File: config.mk
export PLATFORM = sky130hd
export DESIGN_NAME = pspi_reduce_cell
export DESIGN_NICKNAME = d
export VERILOG_FILES = /design/src/rtl/pspi_pkg.sv /design/src/rtl/pspi_reduce_cell.sv
export SDC_FILE = /design/constraint.sdc
export NUM_CORES = 1
export LEC_CHECK = 0
export BUFFER_PORTS_ARGS = -buffer_cell sky130_fd_sc_hd__clkbuf_2
export CAP_MARGIN = 30
export CORE_AREA = 8 8 198 200
export CTS_CLUSTER_SIZE = 12
export DETAILED_ROUTE_END_ITERATION = 12
export DIE_AREA = 0 0 206 208
export SETUP_SLACK_MARGIN = 0.4
export SLEW_MARGIN = 20
export SYNTH_ARGS = -nofsm -noshare
export SYNTH_HDL_FRONTEND = slang
export SYNTH_SLANG_ARGS = --single-unit
File: constraint.sdc
create_clock -name aclk -period 2.6 [get_ports aclk]
set_input_delay 0.26 -clock aclk [delete_from_list [all_inputs] [get_ports aclk]]
set_output_delay 0.26 -clock aclk [all_outputs]
set_load 0.005 [all_outputs]
File: src/rtl/pspi_pkg.sv
// shared types, constants and helpers of the path segment pose interpolator
// no dependencies
package pspi_pkg;

    // segment kind codes
    localparam logic [1:0] KIND_STRAIGHT = 2'd0;
    localparam logic [1:0] KIND_LEFT     = 2'd1;
    localparam logic [1:0] KIND_RIGHT    = 2'd2;

    // register indexes
    localparam logic REG_TURNING_RADIUS = 1'b0;

    localparam logic [30:0] RADIUS_RESET = 31'd65536;

    // angle constants, radians in Q.30
    localparam logic [47:0]        TWO_PI_Q30  = 48'd6746518852;
    localparam logic signed [34:0] TWO_PI_S35  = 35'sd6746518852;
    localparam logic signed [34:0] PI_S35      = 35'sd3373259426;
    localparam logic signed [34:0] HALF_PI_S35 = 35'sd1686629713;
    localparam logic signed [33:0] GAIN_Q30    = 34'sd652032874;
    localparam int                 REDUCE_CELLS = 14;

    // payload that rides along the angle pipeline
    typedef struct packed {
        logic signed [31:0] seg_dist;
        logic signed [31:0] len;
        logic [1:0]         kind;
        logic signed [31:0] ox;
        logic signed [31:0] oy;
        logic signed [31:0] oh;
    } pspi_side_t;

    // rotation state of one angle
    typedef struct packed {
        logic signed [33:0] x;
        logic signed [33:0] y;
        logic signed [33:0] z;
        logic               neg;
    } pspi_rot_t;

    // arctangent of 2^-i in Q.30
    function automatic logic [31:0] atan_q30(input int idx);
        logic [31:0] v;
        case (idx)
            0:  v = 32'h3243F6A8;
            1:  v = 32'h1DAC6705;
            2:  v = 32'h0FADBAFC;
            3:  v = 32'h07F56EA6;
            4:  v = 32'h03FEAB76;
            5:  v = 32'h01FFD55B;
            6:  v = 32'h00FFFAAA;
            7:  v = 32'h007FFF55;
            8:  v = 32'h003FFFEA;
            9:  v = 32'h001FFFFD;
            10: v = 32'h000FFFFF;
            11: v = 32'h0007FFFF;
            12: v = 32'h0003FFFF;
            13: v = 32'h0001FFFF;
            14: v = 32'h0000FFFF;
            15: v = 32'h00007FFF;
            16: v = 32'h00003FFF;
            17: v = 32'h00001FFF;
            18: v = 32'h00000FFF;
            19: v = 32'h000007FF;
            20: v = 32'h000003FF;
            21: v = 32'h000001FF;
            22: v = 32'h000000FF;
            23: v = 32'h0000007F;
            24: v = 32'h0000003F;
            25: v = 32'h0000001F;
            26: v = 32'h0000000F;
            27: v = 32'h00000008;
            28: v = 32'h00000004;
            29: v = 32'h00000002;
            default: v = 32'h0;
        endcase
        return v;
    endfunction

    // clamp to the signed 32-bit range
    function automatic logic signed [31:0] sat32(input logic signed [51:0] v);
        logic signed [31:0] r;
        if (v > 52'sd2147483647) begin
            r = 32'sh7FFFFFFF;
        end else if (v < -52'sd2147483648) begin
            r = 32'sh80000000;
        end else begin
            r = v[31:0];
        end
        return r;
    endfunction

endpackage

File: src/rtl/pspi_reduce_cell.sv
// one range reduction cell: conditional subtract of 2*pi shifted by SHIFT
// depends on pspi_pkg
module pspi_reduce_cell import pspi_pkg::*; #(
    parameter int SHIFT = 0
) (
    input  logic                aclk,
    input  logic                aresetn,
    input  logic                adv,
    input  logic                in_valid,
    input  logic [1:0][47:0]    in_r,
    input  pspi_side_t          in_side,
    output logic                out_valid,
    output logic [1:0][47:0]    out_r,
    output pspi_side_t          out_side
);

    localparam logic [47:0] STEP_C = TWO_PI_Q30 << SHIFT;

    logic                valid_reg;
    logic [1:0][47:0]    r_reg;
    logic [1:0][47:0]    r_next;
    pspi_side_t          side_reg;

    // restoring subtract on both angles
    always_comb begin
        for (int k = 0; k < 2; k++) begin
            r_next[k] = (in_r[k] >= STEP_C) ? (in_r[k] - STEP_C) : in_r[k];
        end
    end

    always_ff @(posedge aclk) begin
        if (!aresetn) begin
            valid_reg <= 1'b0;
        end else if (adv) begin
            valid_reg <= in_valid;
        end
    end

    always_ff @(posedge aclk) begin
        if (adv) begin
            r_reg    <= r_next;
            side_reg <= in_side;
        end
    end

    assign out_valid = valid_reg;
    assign out_r     = r_reg;
    assign out_side  = side_reg;

endmodule

Word level (Yosys, flattened, before mapping)
Index checks and enable logic that the tools add are counted.

Magnitude comparators: 2. Add/sub/neg operators: 2. Mux-type cells: 2.

Operator list (count): $ge 48x33->1 const B (2); $mux 48 (2); $sub 48x33->48 const B (2).

Logic and storage cells: 15. Output and inout port bits: 259. Input port bits: 262. Flip-flop bits (word level): 259.

Logic depth before layout (Yosys ltp)
Gate-level depths: netlist (run 1).

Depth after elaboration: 2. Depth in mapped cells: 11.

Worst setup path before layout (run 1)
Ideal clock, no wire load.

Path kind: input to register. Start: input port in_r[81] in the netlist's numbering. End: register r_reg (netlist bit out_r[64]), data pin. Slack: -0.132 ns. Arrival: 2.471 ns. Buffers on the path: 4. Cell stages on the path: 11. Library setup time: 0.261 ns. Cells stage by stage: clkbuf_1 or3_1 clkbuf_1 nand3b_1 or3b_1 nor3_1 o41a_1 buf_6 buf_2 nor2_1 xor2_1.

RTL lines: from (decl) (RTL line pspi_reduce_cell.sv:10) `input logic [1:0][47:0] in_r,`; to (signal assigned) (RTL line pspi_reduce_cell.sv:41) `r_reg <= r_next;`; to (decl) (RTL line pspi_reduce_cell.sv:20) `logic [1:0][47:0] r_reg;`.

==> flow_summary.json, run 1 <==
{
  "drt_iter0_markers": 459,
  "die_h_um": 208,
  "async_reset_ff_frac": 0,
  "max_cap_violations": 0,
  "report.power.total_mw": 10.6,
  "layout-drive-gt1-share": 0.493,
  "cts_htree_levels": 1,
  "cts_setup_buffers": 0,
  "syn_area_mm2": 0.0105,
  "leakagePower_nw": 7.49,
  "layout.area.seq_mm2": 0.00777,
  "startpoint": "in_r[75]",
  "swShare": 0.229,
  "vias_per_cell": 4.55,
  "max_slew_margin": 0.630,
  "cts_made_buffers": 28,
  "highest-signal-layer": "met5",
  "clkTransAtPathRegs_ns": 0.06,
  "m1WireLength_um": 14000,
  "finalCriticalPeriod_ns": 2.14,
  "synth.distinct_cells": 62,
  "die_w_um": 206,
  "cts_sinks": 259,
  "gp_congestion": 0.894,
  "fmax_ghz": 0.466,
  "fp.dieArea_mm2": 0.0428,
  "startpoint_type": "input pin",
  "dp_hpwl_um": 31500,
  "drt_wl_total_um": 40400,
  "critPathMaxStageDelay_ns": 0.51,
  "hp-start": "in_r[42]",
  "wl_met2_um": 21200,
  "worstPathMaxFanout": 10,
  "insertion_delay_ns": 0.55,
  "period_share": 0.825,
  "synth_ff_type": "edfxtp_1",
  "finalWorstSetupSlack_ns": 0.455,
  "core_mm2": 0.0361,
  "combinationalPowerShare": 0.140,
  "worstMarginPinSlew_ns": 0.541,
  "grt_pass1_vias": 9908,
  "dr.pass1.iters": 5,
  "cp_common_cell": "or3_1",
  "ant_nets": 0,
  "hold_violations": 0,
  "grtUsageTotal": 0.179,
  "cts_buffer_depth": 3,
  "n_fill_cell": 3203,
  "placed_area_mm2": 0.0149,
  "cts_tree": "built",
  "rsz0062_at_grt": "true",
  "start_util": 0.291,
  "path_class": "input pin to flip-flop",
  "wire_per_inst_um": 20.3,
  "yosys_warnings": 0,
  "cts-root-buf": "clkbuf_16",
  "overflow": 0,
  "port-buffer-count": 520,
  "antenna_found_initial": 4,
  "area_delta_synth_final_pct": 67.3,
  "dp_cells": 1766,
  "ioPinCount": 521,
  "multiInputGateArea_mm2": 0.00290,
  "clkPwrFrac": 0.379,
  "cp-end-kind": "flip-flop",
  "rr_startpoint": "out_valid$_SDFFE_PN0P_",
  "crit_chain": "clkbuf_2 > or2_1 > or3_1 > or3_1 > o41a_4 > buf_4 > nor4_1 > xor2_1",
  "slew_violations": 0,
  "synth_edf_count": 258,
  "wl_met3_um": 3760,
  "netlist_instances": 679,
  "instances_no_fill": 1990,
  "syn_avg_cell_area_um2": 15.5,
  "drc": 0,
  "seq_power_share": 0.482,
  "p_switching_mw": 2.44,
  "arrival_ns": 2.43,
  "vias": 9045,
  "grt_max_degree": 62,
  "ys_seq_elements": 259,
  "synth_nets": 945,
  "cpMaxStageDelayCell": "o41a_4",
  "fp-row-count": 70,
  "cellInternalPower_mw": 8.20,
  "place_ws_ns": -0.164,
  "design_area_mm2": 0.0176,
  "ys_seq_area_frac": 0.740,
  "final_nets": 1765,
  "vdd_drop_max_mv": 0.523,
  "skew_ns": 0,
  "setup_viol": 0,
  "min_path_type": "input pin to flip-flop",
  "powerDensity_mw_per_mm2": 606,
  "final_core_util": 0.487,
  "outcome": "finished clean",
  "grt_pass1_wl_um": 59400,
  "required_ns": 2.89
}
==> critical path, delay by kind of cell <==
kind / cells / cell delay (ns)
buffers and inverters: 2 / 0.30
AOI/OAI and AO/OA: 1 / 0.51
xor gates and xnor gates: 1 / 0.10
and+or+nand+nor: 4 / 1.25
==> sequential cells by signal, summed over array words and instances, names as in the netlist <==
register   count
out_r         96
out_valid      1
out_side     162
==> cell families after synthesis <==
group,after synthesis,share of synthesized area
buf+inv,28,0.0128
simple gates,203,0.105
compound gates,95,0.0619
mux,2,0.00191
flops,259,0.740
fa+ha+maj,4,0.00477
xor+xnor,88,0.0734
==> cell usage in the layout (no fill, tap or decap), drive strengths merged, types with 9 or more instances in the layout <==
cell | synthesis | routed
o21ai | 20 | 20
edfxtp | 258 | 258
inv | 9 | 9
a21oi | 28 | 28
nand3 | 10 | 10
or3 | 10 | 10
or4 | 9 | 9
dlygate4sd3 | 0 | 171
xor2 | 54 | 54
clkbuf | 11 | 557
nand2 | 42 | 42
nor4 | 19 | 19
buf | 8 | 119
nor2 | 44 | 44
nor3 | 23 | 23
xnor2 | 34 | 34
==> timing repair <==
item / 4_1_cts / 5_1_grt
hold endpoints to repair: 170 / 0
hold buffers: 171 / 0
endpoints found under the setup margin: 0 / 54
resized for setup: 0 / 11
==> synthesized netlist by cell type (5+ instances only) <==
| cell type | n | area, um^2 |
|---|---|---|
| a21o_1 | 7 | 52.6 |
| a21oi_1 | 28 | 140 |
| a31oi_1 | 5 | 31.3 |
| and2_1 | 6 | 37.5 |
| and3_1 | 5 | 31.3 |
| buf_2 | 5 | 25.0 |
| clkbuf_1 | 11 | 41.3 |
| edfxtp_1 | 258 | 7750 |
| inv_1 | 9 | 33.8 |
| nand2_1 | 42 | 158 |
| nand2b_1 | 5 | 31.3 |
| nand3_1 | 10 | 50.1 |
| nor2_1 | 44 | 165 |
| nor3_1 | 20 | 100 |
| nor4_1 | 15 | 93.8 |
| o21ai_0 | 18 | 90.1 |
| or2_2 | 6 | 37.5 |
| or3_1 | 10 | 62.6 |
| or4_1 | 9 | 67.6 |
| xnor2_1 | 34 | 298 |
| xor2_1 | 54 | 473 |
==> routing by layer <==
metal / GRT usage / up-vias
met2: 0.333 / 388
met1: 0.181 / 4341
li1: - / 4246
met5: 0 / -
met4: 0.0698 / 2
met3: 0.0553 / 68
==> power groups by stage <==
stage	registers [mW]	logic (mW)	clock network [mW]
2_1_floorplan	5.24	0.265	0
3_3_place_gp	5.20	1.27	0
3_5_place_dp	5.21	1.28	0
4_1_cts	5.13	1.50	4.18
5_1_grt	5.16	1.61	4.29
6_report	5.13	1.49	4.03
==> through the flow <==
stage,setup TNS [ns],hold slack (ns)
after global routing,0,0.0304
after detailed placement,-4.38,0.439
after CTS,0,0.00510
after global placement,-1.69,0.437
final,0,0.0424
after floorplan,-0.538,0.359
==> worst paths after layout <==
check	cells after the start	endpoint	slack [ns]
worst min-delay path	2	out_r[42]$_DFFE_PP_	0.04
worst max register to register	3	out_valid$_SDFFE_PN0P_	1.45
worst min register to register	3	out_valid$_SDFFE_PN0P_	1.07
worst max-delay path	8	out_r[83]$_DFFE_PP_	0.46
==> layout make-up <==
| cell class | count | share of cell area |
|---|---|---|
| antenna | 4 | 0.000570 |
| clock buffer | 38 | 0.0432 |
| clock inverter | 11 | 0.00934 |
| inverter | 9 | 0.00192 |
| multi-input combinational | 392 | 0.165 |
| sequential | 259 | 0.442 |
| tap | 468 | 0.0334 |
| timing repair buffer | 809 | 0.304 |
(Power assumes the default switching activity.)
==> run 2: changes to the inputs <==
--- a/config.mk
+++ b/config.mk
@@ -5,12 +5,14 @@
 export SDC_FILE = /design/constraint.sdc
 export NUM_CORES = 1
 export LEC_CHECK = 0
+export ABC_AREA = 1
 export BUFFER_PORTS_ARGS = -buffer_cell sky130_fd_sc_hd__clkbuf_2
 export CAP_MARGIN = 30
-export CORE_AREA = 8 8 198 200
+export CORE_AREA = 8 8 196 198
 export CTS_CLUSTER_SIZE = 12
 export DETAILED_ROUTE_END_ITERATION = 12
-export DIE_AREA = 0 0 206 208
+export DIE_AREA = 0 0 204 206
+export PLACE_DENSITY = 0.66
 export SETUP_SLACK_MARGIN = 0.4
 export SLEW_MARGIN = 20
 export SYNTH_ARGS = -nofsm -noshare
==> constraint.sdc (replaced) <==
create_clock -name aclk -period 1.7 [get_ports aclk]
set_input_delay 0.17 -clock aclk [delete_from_list [all_inputs] [get_ports aclk]]
set_output_delay 0.17 -clock aclk [all_outputs]
set_load 0.005 [all_outputs]
==> flow_summary.json, run 2 <==
{
  "swShare": 0.258,
  "grtUsageTotal": 0.266,
  "finalWorstSetupSlack_ns": 0.377,
  "drc": 0,
  "yosys_warnings": 0,
  "cp-end-kind": "output pin",
  "skew_ns": 0,
  "max_slew_margin": 0.554,
  "clkTransAtPathRegs_ns": 0.06,
  "synth_edf_count": 258,
  "outcome": "finished clean",
  "fp-row-count": 69,
  "clkPwrFrac": 0.352,
  "grt_pass1_vias": 14300,
  "async_reset_ff_frac": 0,
  "dr.pass1.iters": 5,
  "instances_no_fill": 2910,
  "grt_max_degree": 55,
  "layout-drive-gt1-share": 0.443,
  "slew_violations": 0,
  "syn_avg_cell_area_um2": 9.36,
  "worstPathMaxFanout": 1,
  "largest_reg_flops": 162,
  "worstMarginPinSlew_ns": 0.666,
  "cts_buffer_depth": 3,
  "gp_congestion": 0.994,
  "finalCriticalPeriod_ns": 1.32,
  "wire_per_inst_um": 20.5,
  "mostFrequentLayoutCell": "clkbuf_2",
  "period_share": 0.778,
  "cts_made_buffers": 28,
  "grt_pass1_wl_um": 85400,
  "port-buffer-count": 520,
  "cpMaxStageDelayCell": "edfxtp_1",
  "cts-root-buf": "clkbuf_16",
  "placed_area_mm2": 0.0187,
  "synth_nets": 1634,
  "netlist_instances": 1368,
  "required_ns": 1.53,
  "die_w_um": 204,
  "die_h_um": 206,
  "synth_most_common_cell": "nand2_1",
  "start_util": 0.363,
  "area_delta_synth_final_pct": 71.0,
  "report.power.total_mw": 17.0,
  "vias_per_cell": 4.79,
  "crit_chain": "clkbuf_2",
  "cts_sinks": 259,
  "worst-path-buf-inv": 1,
  "design_area_mm2": 0.0219,
  "syn_area_mm2": 0.0128,
  "antenna_found_initial": 3,
  "cts_tree": "built",
  "final_core_util": 0.622,
  "overflow": 0,
  "ioPinCount": 521,
  "synth.distinct_cells": 34,
  "drt_iter0_markers": 1005,
  "cts_htree_levels": 1,
  "setup_viol": 0,
  "cp_top_family": "flip-flops",
  "arrival_ns": 1.15,
  "insertion_delay_ns": 0.55,
  "ys_seq_elements": 259,
  "ys_top_cells_by_count": "nand2_1, edfxtp_1, nor2_1",
  "path_class": "flip-flop to output pin",
  "powerDensity_mw_per_mm2": 774,
  "final_nets": 2692,
  "synth_area_leaders": "edfxtp_1, nand2_1, nor2_1, inv_1, nand3_1",
  "yosys.area.top_type": "edfxtp_1",
  "dp_cells": 2668,
  "rsz0062_at_grt": "true",
  "vias": 14000,
  "drt_wl_total_um": 59600,
  "synth_top_area_share": 0.605,
  "startpoint_type": "flip-flop",
  "layout_common_cells": "clkbuf_2, nand2_1, buf_4",
  "fmax_ghz": 0.756,
  "seq_power_share": 0.464,
  "combinationalPowerShare": 0.184,
  "place_ws_ns": -0.235,
  "dp_hpwl_um": 45600,
  "vdd_drop_max_mv": 0.963,
  "ys_seq_area_frac": 0.607,
  "cellInternalPower_mw": 12.6,
  "max_cap_violations": 0,
  "leakagePower_nw": 10.4,
  "ant_nets": 0,
  "fp.dieArea_mm2": 0.0420,
  "core_mm2": 0.0352,
  "synth_ff_type": "edfxtp_1",
  "min_path_type": "input pin to flip-flop",
  "p_switching_mw": 4.37,
  "hold_violations": 0,
  "critPathMaxStageDelay_ns": 0.44
}
[run 2: changes by cell type in the layout (fill, tap and decap cells not counted), sizes merged, moves of 25 or more]
| cell | change |
|---|---|
| buf | +243 |
| inv | +172 |
| nand2 | +383 |
| nand3 | +84 |
| nand4 | +26 |
| nor2 | +156 |
| xnor2 | -25 |
[run 2: kinds of logic (layout without fill, tap and decap cells)]
group | count (synthesis) | in the layout | synth area share
flip-flops | 259 | 259 | 0.607
other | 0 | 3 | 0
XOR/XNOR | 49 | 49 | 0.0335
adder cells (fa/ha/maj) | 4 | 4 | 0.00391
buffers and inverters | 194 | 1272 | 0.0621
AND/OR/NAND/NOR | 769 | 769 | 0.252
AO/OA/AOI/OAI | 93 | 93 | 0.0413
[run 2: timing repair]
item,in CTS,in global routing
hold buffers,174,2
setup endpoints to repair,31,139
pin swaps,0,28
endpoints found under the hold margin,173,14
gates cloned,2,2
setup buffers,0,9
resized for setup,9,132
[run 2: final cells by class]
class / count / area, um^2
Antenna cell: 3 / 7.51
Clock buffer: 40 / 756
Clock inverter: 10 / 119
Fill cell: 2897 / 13300
Inverter: 183 / 737
Multi-Input combinational cell: 915 / 4760
Sequential cell: 259 / 7770
Tap cell: 461 / 577
Timing Repair Buffer: 1039 / 7170
[run 2: worst paths after layout]
check                          from                endpoint  slack, ns  cells after the start
max             out_r[90]$_DFFE_PP_               out_r[90]       0.38                      1
min                        in_r[88]     out_r[88]$_DFFE_PP_       0.04                      4
max reg2reg  out_valid$_SDFFE_PN0P_  out_valid$_SDFFE_PN0P_       0.49                      3
min reg2reg  out_valid$_SDFFE_PN0P_  out_valid$_SDFFE_PN0P_       1.11                      3
[run 2: worst reg2reg max path, delay by kind of cell, from the launching register on]
family / cells / cell delay [ns]
buf+inv: 1 / 0.55
flops: 1 / 0.31
compound gates: 2 / 0.24
[run 2: power by group through the flow]
stage / logic, mW / clock network [mW] / registers [mW]
2_1_floorplan: 0.634 / 0 / 8.00
3_3_place_gp: 2.62 / 0 / 7.96
3_5_place_dp: 2.65 / 0 / 7.96
4_1_cts: 3.01 / 6.03 / 7.84
5_1_grt: 3.34 / 6.32 / 7.90
6_report: 3.12 / 5.97 / 7.86
[run 2: metal layers]
layer  GRT usage  wire length, um  vias to the layer above
met1       0.312            22800                     6559
met5           0               13                        -
met3      0.0605             4710                      117
met4       0.107             2420                        2
li1            -                -                     6632
met2       0.468            29600                      643
[run 2: stage by stage]
stage / TNS [ns] / hold WS (ns)
2_1_floorplan: 0 / 0.263
3_3_place_gp: -11.32 / 0.346
5_1_grt: 0 / 0.0348
3_5_place_dp: -12.28 / 0.349
4_1_cts: 0 / 0.00106
6_report: 0 / 0.0363
